==> src/hw/rtl/msq_pkg.sv <==
`timescale 1ns / 1ps
// ----------------------------------------------------------------------------
// msq_pkg
// Shared constants and types for the marching-squares cell extractor.
// ----------------------------------------------------------------------------
package msq_pkg;
    localparam int MAX_COLS_DEF    = 1024;
    localparam int MAX_ROWS_DEF    = 1024;
    localparam int SAMPLE_BITS_DEF = 24;
    localparam int FRAC_BITS_DEF   = 8;

    localparam int PPR_W   = 11;
    localparam int CSIZE_W = 7;
    localparam int IDX_W   = 10;
    localparam int COORD_W = 15;
    localparam int KIND_W  = 3;
    localparam int MASK_W  = 4;
    localparam int CFG_W   = 11;

    localparam logic [0:0] REG_PPR   = 1'b0;
    localparam logic [0:0] REG_CSIZE = 1'b1;

    localparam logic [KIND_W-1:0] K_NONE  = 3'd0;
    localparam logic [KIND_W-1:0] K_SW    = 3'd1;
    localparam logic [KIND_W-1:0] K_NW    = 3'd2;
    localparam logic [KIND_W-1:0] K_VERT  = 3'd3;
    localparam logic [KIND_W-1:0] K_NE    = 3'd4;
    localparam logic [KIND_W-1:0] K_CROSS = 3'd5;
    localparam logic [KIND_W-1:0] K_HORIZ = 3'd6;
    localparam logic [KIND_W-1:0] K_SE    = 3'd7;

    // divider request from the sequencer
    typedef struct packed {
        logic        start;
        logic [31:0] mag_a;
        logic [31:0] mag_b;
    } t_div_req;

    typedef struct packed {
        logic        busy;
        logic        done;
    } t_div_stat;
endpackage

==> src/hw/rtl/msq_div.sv <==
`timescale 1ns / 1ps
// ----------------------------------------------------------------------------
// msq_div
// Interpolation unit: floor(size * |a| * 2^F / (|a|+|b|)), one quotient bit
// per cycle after a registered multiply. Zero denominator gives zero.
// ----------------------------------------------------------------------------
module msq_div #(
    parameter int FRAC_BITS = msq_pkg::FRAC_BITS_DEF
) (
    input  logic                   i_clk,
    input  logic                   i_rst_n,
    input  msq_pkg::t_div_req      i_req,
    input  logic [msq_pkg::CSIZE_W-1:0] i_csize,
    output msq_pkg::t_div_stat     o_stat,
    output logic [msq_pkg::COORD_W-1:0] o_quot
);
    import msq_pkg::*;

    // numerator = size*|a|*2^F, result < size*2^F+1 so QW bits suffice
    localparam int QW  = CSIZE_W + FRAC_BITS + 1;
    localparam int NW  = 33 + CSIZE_W + FRAC_BITS;
    localparam int CW  = $clog2(QW);

    logic [1:0]        r_st, n_st;
    localparam logic [1:0] S_IDLE = 2'd0, S_MUL = 2'd1, S_RUN = 2'd2, S_DONE = 2'd3;
    logic [32:0]       r_den;
    logic [32:0]       r_ma;
    logic [QW-1:0]     r_num;
    logic [33:0]       r_rem;
    logic [QW-1:0]     r_q;
    logic [CW-1:0]     r_cnt;
    logic [33:0]       w_trial;
    logic [NW-1:0]     w_prod;

    assign w_prod  = NW'({{(NW-33){1'b0}}, r_ma} * NW'(i_csize)) << FRAC_BITS;
    assign w_trial = {r_rem[32:0], r_num[r_cnt]};

    always_ff @(posedge i_clk) begin
        if (!i_rst_n) begin
            r_st <= S_IDLE;
        end else begin
            r_st <= n_st;
        end
        unique case (r_st)
            S_IDLE: begin
                r_den <= {1'b0, i_req.mag_a} + {1'b0, i_req.mag_b};
                r_ma  <= {1'b0, i_req.mag_a};
            end
            S_MUL: begin
                // bits above the quotient window are already below den
                r_num <= w_prod[QW-1:0];
                r_rem <= 34'(w_prod >> QW);
                r_q   <= '0;
                r_cnt <= CW'(QW - 1);
            end
            S_RUN: begin
                if (w_trial >= {1'b0, r_den}) begin
                    r_rem <= w_trial - {1'b0, r_den};
                    r_q   <= {r_q[QW-2:0], 1'b1};
                end else begin
                    r_rem <= w_trial;
                    r_q   <= {r_q[QW-2:0], 1'b0};
                end
                r_cnt <= r_cnt - 1'b1;
            end
            default: ;
        endcase
    end

    always_comb begin
        n_st = r_st;
        unique case (r_st)
            S_IDLE: if (i_req.start) n_st = S_MUL;
            S_MUL:  n_st = S_RUN;
            S_RUN:  if (r_cnt == '0) n_st = S_DONE;
            default: n_st = S_IDLE;
        endcase
    end

    // den==0 only when both corners are zero
    assign o_stat.busy = (r_st != S_IDLE);
    assign o_stat.done = (r_st == S_DONE);
    assign o_quot = (r_den == '0) ? '0 : COORD_W'(r_q);
endmodule

==> config.mk <==
export PLATFORM = sky130hd
export DESIGN_NAME = msq_div
export DESIGN_NICKNAME = d
export VERILOG_FILES = /design/src/hw/rtl/msq_pkg.sv /design/src/hw/rtl/msq_div.sv
export SDC_FILE = /design/constraint.sdc
export NUM_CORES = 1
export LEC_CHECK = 0
export BUFFER_PORTS_ARGS = -buffer_cell sky130_fd_sc_hd__buf_2
export CAP_MARGIN = 10
export CORE_MARGIN = 3
export CORE_UTILIZATION = 58
export DETAILED_ROUTE_END_ITERATION = 12
export GPL_TIMING_DRIVEN = 0
export HOLD_SLACK_MARGIN = 0.06
export MAX_ROUTING_LAYER = met4
export PLACE_DENSITY = 0.82
export SYNTH_ARGS = -nofsm -noshare
export SYNTH_HDL_FRONTEND = slang
export SYNTH_SLANG_ARGS = --single-unit
==> constraint.sdc <==
create_clock -name i_clk -period 5.8 [get_ports i_clk]
set_input_delay 0.87 -clock i_clk [delete_from_list [all_inputs] [get_ports i_clk]]
set_output_delay 0.87 -clock i_clk [all_outputs]
set_load 0.01 [all_outputs]
Yosys cells after proc, flatten, opt, wreduce, memory -nomap -nowiden
Index checks and enable logic that the tools add are counted.

Register bits: 127. Latch bits: 0. Memory bits (writable): 0. ROM bits: 0. Output and inout port bits: 17. Word-level logic and storage cells: 35. Memories kept: 0.

Add/subtract/negate cells: 3. Multipliers: 1. Div/mod/pow operators: 0. Magnitude comparators: 2. Equal/unequal tests: 5. Shifts and indexed selects: 0. Muxes and demuxes: 11. Bitwise logic cells: 0. Reductions and logical operators: 6.

Operators by type and width (number): $pmux W33 S2 (1); $mul A32 B7 Y39 (1); $ge A34 B33 Y1 (1); $add A32 B32 Y33 (1); $logic_not A33 Y1 (1); $mux W33 (1); $sub A33 B33 Y33 (1); $pmux W15 S2 (1); $mux W15 (1); $pmux W4 S2 (1); $pmux W2 S3 (1); $lt A4 B5 Y1 const B (1); $bmux W1 S4 (1); $eq A2 B2 Y1 const B (2); $logic_not A4 Y1 (1); $mux W2 (2); $ne A2 B2 Y1 const B (2); $reduce_bool A2 Y1 (2); $sub A4 B1 Y4 const B (1); $eq A2 B1 Y1 const B (1); $logic_not A2 Y1 (1); $mux W1 (2); $reduce_and A2 Y1 (1).

Depth between registers and ports, before layout
Gate-level depths: netlist of run 1.

Depth in word-level cells: 5. Mapped depth: 21.

Worst setup path before layout of run 1
OpenSTA, ideal clock, no wires.

Kind: in2reg. Start: input i_csize[6] (netlist bit). End: register r_rem[27], data pin. Arrival: 5.402 ns. Slack: 0.117 ns. Cell stages on the path: 18. Buffers on the path: 1. Path through: clkbuf_1 -> and2_1 -> fa_1 -> fa_1 -> fa_1 -> inv_1 -> fa_1 -> inv_1 -> ha_1 -> nand3_1 -> or2_2 -> a211o_1 -> a31oi_1 -> a21oi_1 -> o31ai_1 -> a21oi_1 -> mux2i_1 -> a311oi_1.

Cells in the longest elaborated chain, start to end: 2.

Ends and longest elaborated chain: from (decl) (line msq_div.sv:13) `input logic [msq_pkg::CSIZE_W-1:0] i_csize,`; $mul A32 B7 Y39 (line msq_div.sv:35) `assign w_prod = NW'({{(NW-33){1'b0}}, r_ma} * NW'(i_csize)) << FRAC_BITS;`; $pmux W33 S2 (line msq_div.sv:44) `unique case (r_st)`; to (signal assigned) (line msq_div.sv:52) `r_rem <= 34'(w_prod >> QW);`; to (signal assigned) (line msq_div.sv:58) `r_rem <= w_trial - {1'b0, r_den};`; to (signal assigned) (line msq_div.sv:61) `r_rem <= w_trial;`; to (decl) (line msq_div.sv:29) `logic [33:0] r_rem;`.

No other way between the ends. A chain may end at the register's enable or synchronous reset.

Worst setup path in the final report of run 1
Start: input i_csize[1] (netlist bit). End: register r_rem[17], data pin.

The elaborated chain is that of the path after synthesis.

==> results of run 1 <==
-- placed cells by master (no fill, tap or decap), types with 6 or more instances in the layout --
| master | Yosys | routed |
|---|---|---|
| ha_2 | 0 | 6 |
| buf_4 | 0 | 8 |
| and2_1 | 181 | 181 |
| nand4_1 | 16 | 16 |
| edfxtp_1 | 125 | 125 |
| o21a_1 | 16 | 16 |
| a31oi_1 | 27 | 24 |
| a21o_1 | 36 | 36 |
| o21bai_1 | 11 | 11 |
| and3_1 | 7 | 7 |
| o211ai_1 | 15 | 15 |
| ha_1 | 127 | 118 |
| nor4_1 | 9 | 9 |
| a211oi_1 | 15 | 12 |
| buf_2 | 3 | 96 |
| mux2i_1 | 6 | 6 |
| nand3_1 | 27 | 27 |
| xor2_1 | 34 | 33 |
| nor3_1 | 13 | 12 |
| nand2_1 | 163 | 163 |
| or3_1 | 7 | 7 |
| inv_6 | 0 | 8 |
| o21ai_0 | 66 | 60 |
| nand2b_1 | 13 | 13 |
| clkbuf_16 | 0 | 17 |
| clkbuf_4 | 0 | 7 |
| fa_1 | 151 | 151 |
| clkbuf_1 | 46 | 26 |
| a21oi_1 | 106 | 99 |
| nor2b_1 | 29 | 29 |
| a21oi_2 | 1 | 7 |
| xnor2_1 | 49 | 49 |
| inv_1 | 185 | 185 |
| nor2_1 | 75 | 75 |
-- sequential cells by signal, summed over array words and instances, names as in the netlist --
register	count
r_cnt	4
r_den	33
r_ma	32
r_num	8
r_q	15
r_rem	33
r_st	2
-- stage by stage --
step / TNS, ns / area [sq um] / std cells
floorplan: 0 / 15220 / 1637
global placement: -12.97 / 16090 / 2057
detailed placement: -16.10 / 16130 / 2058
CTS: -0.01422 / 16760 / 2090
global route: -0.07114 / 16940 / 2092
finish: 0 / 16940 / 2092
-- how the worst max path moves through the flow --
stage                     startpoint         to  slack (ns)
after floorplan           i_csize[6]  r_rem[27]        0.12
after global placement    i_csize[5]  r_rem[28]       -0.99
after detailed placement  i_csize[5]  r_rem[25]       -1.10
after CTS                 i_csize[6]  r_rem[25]       -0.01
after global routing      i_csize[3]  r_rem[28]       -0.04
final                     i_csize[1]  r_rem[17]        0.12
-- area by class of cell --
type	count	share of cell area
multi-input combinational	1273	0.6328
tap	330	0.02437
clock buffer	17	0.02511
buffer	50	0.01425
inverter	185	0.04098
sequential	127	0.2239
timing repair buffer	95	0.02998
clock inverter	15	0.008640
-- logic make-up (layout without fill, tap and decap cells) --
kind of cell	after synthesis	in the layout	share of synthesized area
simple gates	557	557	0.1888
flops	127	127	0.2492
buf+inv	237	362	0.05869
fa+ha+maj	278	278	0.3030
mux	10	10	0.008384
compound gates	345	345	0.1442
xor+xnor	83	83	0.04776
-- critical path: cells and delay by family --
kind	cells	cell delay, ns
adder cells (fa/ha/maj)	5	2.16
AO/OA/AOI/OAI	7	1.43
AND/OR/NAND/NOR	3	0.60
buffers and inverters	5	0.76
-- metal layers --
metal,global-route usage,vias up,wire length (um)
li1,-,5824,-
met1,0.3934,6284,16790
met2,0.4811,614,19210
met3,0.06340,134,3564
met4,0.1348,0,1934
met5,-,-,0
-- repair_timing --
action / in CTS / in global routing
cloned: 0 / 0
setup buffers: 0 / 4
gates resized for setup: 32 / 57
endpoints found under the setup margin: 20 / 14
pin swaps: 2 / 17
==> flow_summary_export.csv, run 1 <==
group,metric,value,unit
drt,wl_per_cell,19.84,um
die,fp.dieH,168.0,um
cells_and_area,drive_gt1_frac,0.1107,
flow_run,maxCapViolCount,0,
cells_and_area,seq_area,0.003794,sq mm
drt,drc,0,
critical_path,reg2reg_to,"r_rem[28]",
critical_path,crit_fanout,10,
die,io_pins,91,
synth,synth.most_common_cell,"inv_1",
global_route,grt_use_total,0.3085,
timing,worst_pin_slew,0.9675,ns
critical_path,worstPathCellList,"buf_2 > clkbuf_2 > and2_1 > fa_1 > ha_1 > inv_1 > fa_1 > fa_1 > inv_1 > ha_1 > o21a_1 > a21oi_1 > a211o_1 > a31oi_4 > buf_4 > a31oi_2 > nor2_1 > or3_1 > a21oi_2 > a31oi_1",
place,gp_congestion,0.9567,
worst_hold_path,hp-class,"reg2reg",
clock_tree,cts.sinks,127,
critical_path,startpoint_type,"input pin",
global_route,grt_pass1_wl,67.12,mm
global_route,grt_pass1_vias,13260,
die,dieWidth,168.0,um
synth,yosys_warnings,0,
clock_tree,h-tree-depth,4,
synth,synth_nets,1989,
die,start_util,0.5976,
clock_tree,cts_buffer_depth,2,
clock_tree,cts_hold_buf,0,
global_route,grt_max_degree,68,
timing,report.final.slew_viol_count,0,
critical_path,required,5.94,ns
place,hpwl,32.85,mm
synth,synthTopCellsByCount,"inv_1, and2_1, nand2_1",
place,pre_cts_ws,-1.101,ns
critical_path,slowest_delay,0.58,ns
synth,synth_top_cell_by_area,"edfxtp_1",
cells_and_area,area_delta_synth_final,11.31,%
cells_and_area,nFillCells,2013,
timing,period_share,0.9794,
critical_path,arrival,5.82,ns
synth,avgSynthCellArea,9.299,sq um
synth,synth_edf_count,125,
synth,syn_inst,1637,
synth,seq_area_frac_synth,0.2492,
synth,ys.flop_type,"edfxtp_1",
clock_tree,clock_latency,0.43,ns
synth,synth_area,0.01522,sq mm
timing,worst_slack,0.1196,ns
clock_tree,clockRootBuffer,"clkbuf_16",
timing,whs,0.5429,ns
clock_tree,numCtsBuffers,17,
critical_path,crit_top_cell,"fa_1",
synth,synth.distinct_cells,63,
global_route,gr-total-overflow,0,
cells_and_area,multi_input_area,0.01072,sq mm
drt,initialDrtViolationCount,1127,
drt,vias_per_cell,6.145,
synth,ys_top_cells_by_area,"edfxtp_1, fa_1, ha_1",
critical_path,reg2reg_slack,0.36,ns
critical_path,r2r_cells,17,
die,dieArea,0.02823,sq mm
synth,synth_top_area_frac,0.2466,
timing,finalCriticalPeriod,5.680,ns
critical_path,critPathCaptureType,"flip-flop",
critical_path,reg2reg_from,"r_ma[11]",
timing,worst_clock_skew,0.01107,ns
worst_hold_path,hp-start,"r_q[8]",
status,outcome,"finished, final reports clean",
drt,vias,12860,
drt,drt_pass1_iterations,7,
drt,postRouteAntennaNets,0,
cells_and_area,finish.utilization,0.6652,
die,core_area,0.02547,sq mm
timing,finalHoldViolCount,0,
critical_path,crit_type,"in2reg",
critical_path,cpMaxStageDelayCell,"fa_1",
timing,slew_headroom,0.3550,
cells_and_area,fin_nets,2101,
timing,setup_viol,0,
place,port_buffers,90,
drt,wl,41.50,mm
synth,async_flop_share,0,
cells_and_area,antenna_cells,0,
die,rows,58,
clock_tree,cts_tree,"done",
global_route,antenna_found_initial,1,
worst_hold_path,hold_end,"r_q[9]",
synth,synth_seq_cells,127,
worst_hold_path,whs_path_depth,1,
timing,max_freq,0.1760,GHz
clock_tree,path_clk_slew,0.07,ns
Power of run 1 is left out: the tool's default activity adds up to more than one toggle a clock period on the data nets, which glitch-free logic cannot reach.
==> run 2: changes to the inputs <==
--- a/config.mk
+++ b/config.mk
@@ -7,13 +7,14 @@
 export LEC_CHECK = 0
 export BUFFER_PORTS_ARGS = -buffer_cell sky130_fd_sc_hd__buf_2
 export CAP_MARGIN = 10
+export CORE_ASPECT_RATIO = 1.2
 export CORE_MARGIN = 3
-export CORE_UTILIZATION = 58
+export CORE_UTILIZATION = 64
 export DETAILED_ROUTE_END_ITERATION = 12
 export GPL_TIMING_DRIVEN = 0
 export HOLD_SLACK_MARGIN = 0.06
 export MAX_ROUTING_LAYER = met4
-export PLACE_DENSITY = 0.82
+export PLACE_DENSITY = 0.85
 export SYNTH_ARGS = -nofsm -noshare
 export SYNTH_HDL_FRONTEND = slang
 export SYNTH_SLANG_ARGS = --single-unit
==> constraint.sdc (replaced) <==
create_clock -name i_clk -period 6.1 [get_ports i_clk]
set_input_delay 0.915 -clock i_clk [delete_from_list [all_inputs] [get_ports i_clk]]
set_output_delay 0.915 -clock i_clk [all_outputs]
set_load 0.01 [all_outputs]
==> run 2 against run 1 <==
  * Global-route usage rose by 2.7 points
  * Flip-flop and latch count did not move
  * Setup slack got worse by 0.0016 ns
  * First-iteration DRC count fell by 2.5%
  * Critical endpoint is now r_rem[29]
==> flow_summary_export.csv, run 2 (synthesis results as in run 1) <==
group,metric,value,unit
critical_path,crit_type,"in2reg",
status,outcome,"finished, final reports clean",
drt,initialDrtViolationCount,1099,
clock_tree,clock_latency,0.43,ns
clock_tree,clockRootBuffer,"clkbuf_16",
timing,period_share,0.9807,
clock_tree,postCtsSetupRepairBufs,0,
global_route,grt_max_degree,68,
die,rows,61,
timing,max_freq,0.1672,GHz
critical_path,crit_fanout,10,
critical_path,arrival,6.15,ns
drt,drc,0,
die,fp.dieH,174.9,um
cells_and_area,layout_commonest_cell,"inv_1",
global_route,grt_pass1_wl,66.32,mm
drt,postRouteAntennaNets,0,
place,gp_congestion,0.9631,
cells_and_area,top_regs,"r_den: 33 flops, r_rem: 33 flops, r_ma: 32 flops",
clock_tree,numCtsBuffers,17,
global_route,grt_pass1_vias,12820,
worst_hold_path,hp-class,"reg2reg",
timing,slew_headroom,0.3615,
place,port_buffers,90,
drt,wl,41.14,mm
critical_path,startpoint_type,"input pin",
cells_and_area,antenna_cells,0,
drt,drt_pass1_iterations,5,
global_route,antenna_found_initial,0,
global_route,grt_use_total,0.3354,
critical_path,critPathCaptureType,"flip-flop",
clock_tree,h-tree-depth,4,
cells_and_area,fin_nets,2099,
timing,finalHoldViolCount,0,
cells_and_area,drive_gt1_frac,0.09375,
place,hpwl,32.59,mm
drt,vias,12670,
global_route,gr-total-overflow,0,
clock_tree,cts.sinks,127,
timing,report.final.slew_viol_count,0,
die,core_area,0.02328,sq mm
die,io_pins,91,
clock_tree,path_clk_slew,0.07,ns
flow_run,maxCapViolCount,0,
drt,vias_per_cell,6.105,
clock_tree,cts_buffer_depth,2,
clock_tree,cts_tree,"done",
die,start_util,0.6539,
die,dieArea,0.02568,sq mm
cells_and_area,area_delta_synth_final,10.18,%
cells_and_area,final_cell_mix,"inv_1, and2_1, nand2_1, fa_1, edfxtp_1",
timing,finalCriticalPeriod,5.982,ns
critical_path,required,6.27,ns
timing,worst_pin_slew,0.9577,ns
die,dieWidth,146.8,um
timing,setup_viol,0,
drt,wl_per_cell,19.83,um
timing,worst_clock_skew,0.01466,ns
timing,setup-tns-final,0,ns
-- run 2: cell types whose count changed in the layout (fill, tap and decap cells not counted), sizes merged --
| cell | before | now |
|---|---|---|
| clkbuf | 54 | 62 |
| clkinvlp | 1 | 2 |
| buf | 108 | 98 |
| bufinv | 1 | 2 |
| inv | 194 | 192 |
-- run 2: what timing repair did --
action / 4_1_cts / 5_1_grt
hold buffers: 0 / 0
endpoints found under the setup margin: 9 / 13
resized for setup: 6 / 40
pin swaps: 0 / 2
cloned: 0 / 0
-- run 2: final timing paths --
path,start,end,slack (ns),depth (start not counted)
setup / recovery,i_csize[4],r_rem[29],0.12,19
hold reg to reg,r_q[6],r_q[7],0.55,1
hold / removal,r_q[6],r_q[7],0.55,1
setup reg to reg,r_ma[5],r_rem[29],0.38,17
-- run 2: critical path, cell delays in order --
cell      delay (ns)
buf_2           0.15
clkbuf_2        0.27
and2_1          0.18
fa_1            0.43
fa_1            0.51
fa_1            0.54
inv_1           0.05
fa_1            0.56
inv_1           0.06
ha_2            0.39
nand3_1         0.18
or2_2           0.34
a211o_1         0.34
a21boi_1        0.19
o21ai_1         0.30
a31oi_1         0.19
xor2_1          0.30
o21a_1          0.15
o21ai_0         0.08
-- run 2: area by class of cell --
cell class	count	area (sq um)
clock inverter	15	178.9
fill	1702	6506
clock buffer	17	425.4
timing repair buffer	91	470.5
sequential	127	3794
inverter	185	694.4
buffer	52	224.0
multi-input combinational	1273	10590
tap	315	394.1
-- run 2: per-layer routing --
metal | track usage | up-vias | wire (um)
met5 | - | - | 0
met4 | 0.1498 | 0 | 1978
met3 | 0.05032 | 116 | 3191
met2 | 0.5226 | 661 | 19320
met1 | 0.4396 | 6068 | 16650
li1 | - | 5822 | -
-- run 2: metrics by stage --
stage	hold WS [ns]	util	setup WS, ns	instance area [sq um]	std cells
finish	0.5518	0.7205	0.1180	16770	2075
CTS	0.5603	0.7181	0.01558	16720	2075
global placement	0.5428	0.6902	-0.6627	16070	2042
global route	0.5775	0.7205	-0.06225	16770	2075
floorplan	0.5203	-	0.3717	15220	1637
detailed placement	0.5432	0.6916	-0.7171	16100	2043
Power of run 2 is left out for the same reason.
==> run 3: changes to the inputs <==
--- a/config.mk
+++ b/config.mk
@@ -5,6 +5,7 @@
 export SDC_FILE = /design/constraint.sdc
 export NUM_CORES = 1
 export LEC_CHECK = 0
+export ABC_AREA = 1
 export BUFFER_PORTS_ARGS = -buffer_cell sky130_fd_sc_hd__buf_2
 export CAP_MARGIN = 10
 export CORE_ASPECT_RATIO = 1.2
==> run 3 against run 2 <==
  * Design area increased by 15%
  * Register-to-register slack improved by 0.71 ns
  * Via count increased by 31%
  * Area after synthesis increased by 16%
  * First-iteration DRC count increased by 40%
  * Synthesized cell count increased by 55%
  * Count of clock-buffer cells in the layout increased by 1
  * Utilization decreased by 1.3 points
  * Critical endpoint is now r_rem[27]
  * Highest routed layer unchanged
==> flow_summary_export.csv, run 3 <==
group,metric,value,unit
clock_tree,cts_tree,"done",
cells_and_area,final_cell_mix,"nand2_1, inv_1, nor2_1, fa_1, ha_1",
drt,drt_pass1_iterations,8,
critical_path,critical_path_buf_inv_count,6,
clock_tree,postCtsSetupRepairBufs,0,
place,hpwl,44.15,mm
critical_path,startpoint_type,"input pin",
clock_tree,clock_latency,0.44,ns
timing,rsz0062_at_grt,"no",
critical_path,crit_family,"adder cells",
die,rows,66,
clock_tree,cts.sinks,127,
global_route,grt_pass1_wl,83.55,mm
synth,avgSynthCellArea,6.971,sq um
critical_path,cpMaxStageDelayCell,"clkbuf_1",
synth,synth.most_common_cell,"nand2_1",
cells_and_area,seq_area,0.003794,sq mm
clock_tree,clockRootBuffer,"clkbuf_16",
cells_and_area,finish.utilization,0.7077,
critical_path,crit_fanout,10,
synth,synth.distinct_cells,48,
clock_tree,cts_buffer_depth,2,
timing,setup_viol,0,
global_route,grt_pass1_vias,16270,
worst_hold_path,hp-class,"reg2reg",
drt,drc,0,
clock_tree,cts_resized,0,
status,outcome,"finished, final reports clean",
clock_tree,cts_hold_buf,0,
die,io_pins,91,
drt,vias,16630,
cells_and_area,area_delta_synth_final,8.723,%
synth,synthTopCellsByCount,"nand2_1, inv_1, nor2_1",
timing,finalHoldViolCount,0,
drt,wl,52.59,mm
critical_path,critPathCaptureType,"flip-flop",
place,gp_congestion,1.072,
global_route,grt_max_degree,67,
global_route,grt_use_total,0.3735,
timing,worst_slack,0.4560,ns
timing,setup-tns-final,0,ns
drt,wl_per_cell,17.53,um
timing,finalCriticalPeriod,5.644,ns
synth,syn_inst,2537,
drt,vias_per_cell,5.545,
critical_path,crit_top_cell,"nand2_1",
synth,ys_top_cells_by_area,"edfxtp_1, nand2_1, fa_1",
timing,max_freq,0.1772,GHz
timing,worst_clock_skew,0.01550,ns
place,port_buffers,90,
cells_and_area,multi_input_area,0.01137,sq mm
place,pre_cts_ws,0.05860,ns
flow_run,maxCapViolCount,0,
timing,slew_headroom,0.2888,
synth,synth_top_area_frac,0.2122,
timing,worst_pin_slew,1.059,ns
die,dieWidth,157.8,um
synth,synth_area,0.01769,sq mm
die,start_util,0.6510,
synth,synth_edf_count,125,
synth,yosys_warnings,0,
cells_and_area,stdcell_count,3000,
critical_path,slowest_delay,0.56,ns
clock_tree,numCtsBuffers,17,
critical_path,worstPathCellList,"buf_2 > clkbuf_1 > nand2_1 > inv_1 > fa_1 > fa_1 > fa_1 > inv_1 > fa_1 > inv_1 > ha_1 > nand2_1 > inv_1 > nand2_1 > nor3_1 > nand3_1 > nand3_1 > nand2_1 > nand2_1 > nand2_1 > nand3_1 > nand2_1",
drt,initialDrtViolationCount,1540,
clock_tree,h-tree-depth,4,
cells_and_area,top_regs,"r_den: 33 flops, r_rem: 33 flops, r_ma: 32 flops",
synth,async_flop_share,0,
drt,postRouteAntennaNets,0,
die,fp.dieH,188.1,um
global_route,antenna_found_initial,0,
clock_tree,path_clk_slew,0.07,ns
synth,synth_top_cell_by_area,"edfxtp_1",
synth,seq_area_frac_synth,0.2145,
global_route,gr-total-overflow,0,
synth,ys.flop_type,"edfxtp_1",
place,dp.cells,2968,
critical_path,required,6.27,ns
timing,report.final.slew_viol_count,0,
die,core_area,0.02717,sq mm
cells_and_area,fin_nets,2999,
die,dieArea,0.02967,sq mm
synth,synth_seq_cells,127,
cells_and_area,layout_commonest_cell,"nand2_1",
cells_and_area,antenna_cells,0,
cells_and_area,drive_gt1_frac,0.06917,
synth,synth_nets,2889,
timing,period_share,0.9252,
cells_and_area,nFillCells,2312,
critical_path,crit_type,"in2reg",
critical_path,arrival,5.82,ns
==> run 3: cell families after synthesis <==
group / Yosys count / share of synthesized area
flops: 127 / 0.2145
fa+ha+maj: 278 / 0.2608
compound gates: 203 / 0.06219
buf+inv: 638 / 0.1433
xor+xnor: 47 / 0.02328
simple gates: 1244 / 0.2959
==> run 3: per-stage QoR <==
step           hold slack, ns  instance area [sq um]
2_1_floorplan          0.4897                  17690
3_3_place_gp           0.5049                  18560
3_5_place_dp           0.5285                  18590
4_1_cts                0.5440                  19230
5_1_grt                0.5624                  19230
6_report               0.5389                  19230
==> run 3: final timing paths <==
kind | from | end | slack (ns) | cells after the start
worst max-delay path | i_csize[5] | r_rem[27] | 0.46 | 22
worst min-delay path | r_q[0] | r_q[1] | 0.54 | 2
worst max register to register | r_ma[6] | r_rem[27] | 1.09 | 20
worst min register to register | r_q[0] | r_q[1] | 0.54 | 2
==> run 3: final cells by class <==
class / count / share of cell area
multi-input combinational: 1772 / 0.5913
tap: 340 / 0.02212
sequential: 127 / 0.1973
clock buffer: 18 / 0.02232
inverter: 597 / 0.1165
buffer: 41 / 0.01529
clock inverter: 14 / 0.01067
timing repair buffer: 91 / 0.02447
==> run 3: layer usage <==
| metal | up-vias | wire length [um] | track usage |
|---|---|---|---|
| li1 | 7985 | - | - |
| met1 | 7681 | 21210 | 0.4802 |
| met2 | 818 | 24290 | 0.5915 |
| met3 | 150 | 4253 | 0.04686 |
| met4 | 0 | 2836 | 0.1683 |
| met5 | - | 0 | - |
==> run 3: worst register-to-register path: cells and delay by family, from the launching register on <==
family	cells	cell delay (ns)
buf+inv	4	0.24
fa+ha+maj	5	2.54
flops	1	0.59
simple gates	11	1.39
Power of run 3 is left out for the same reason.
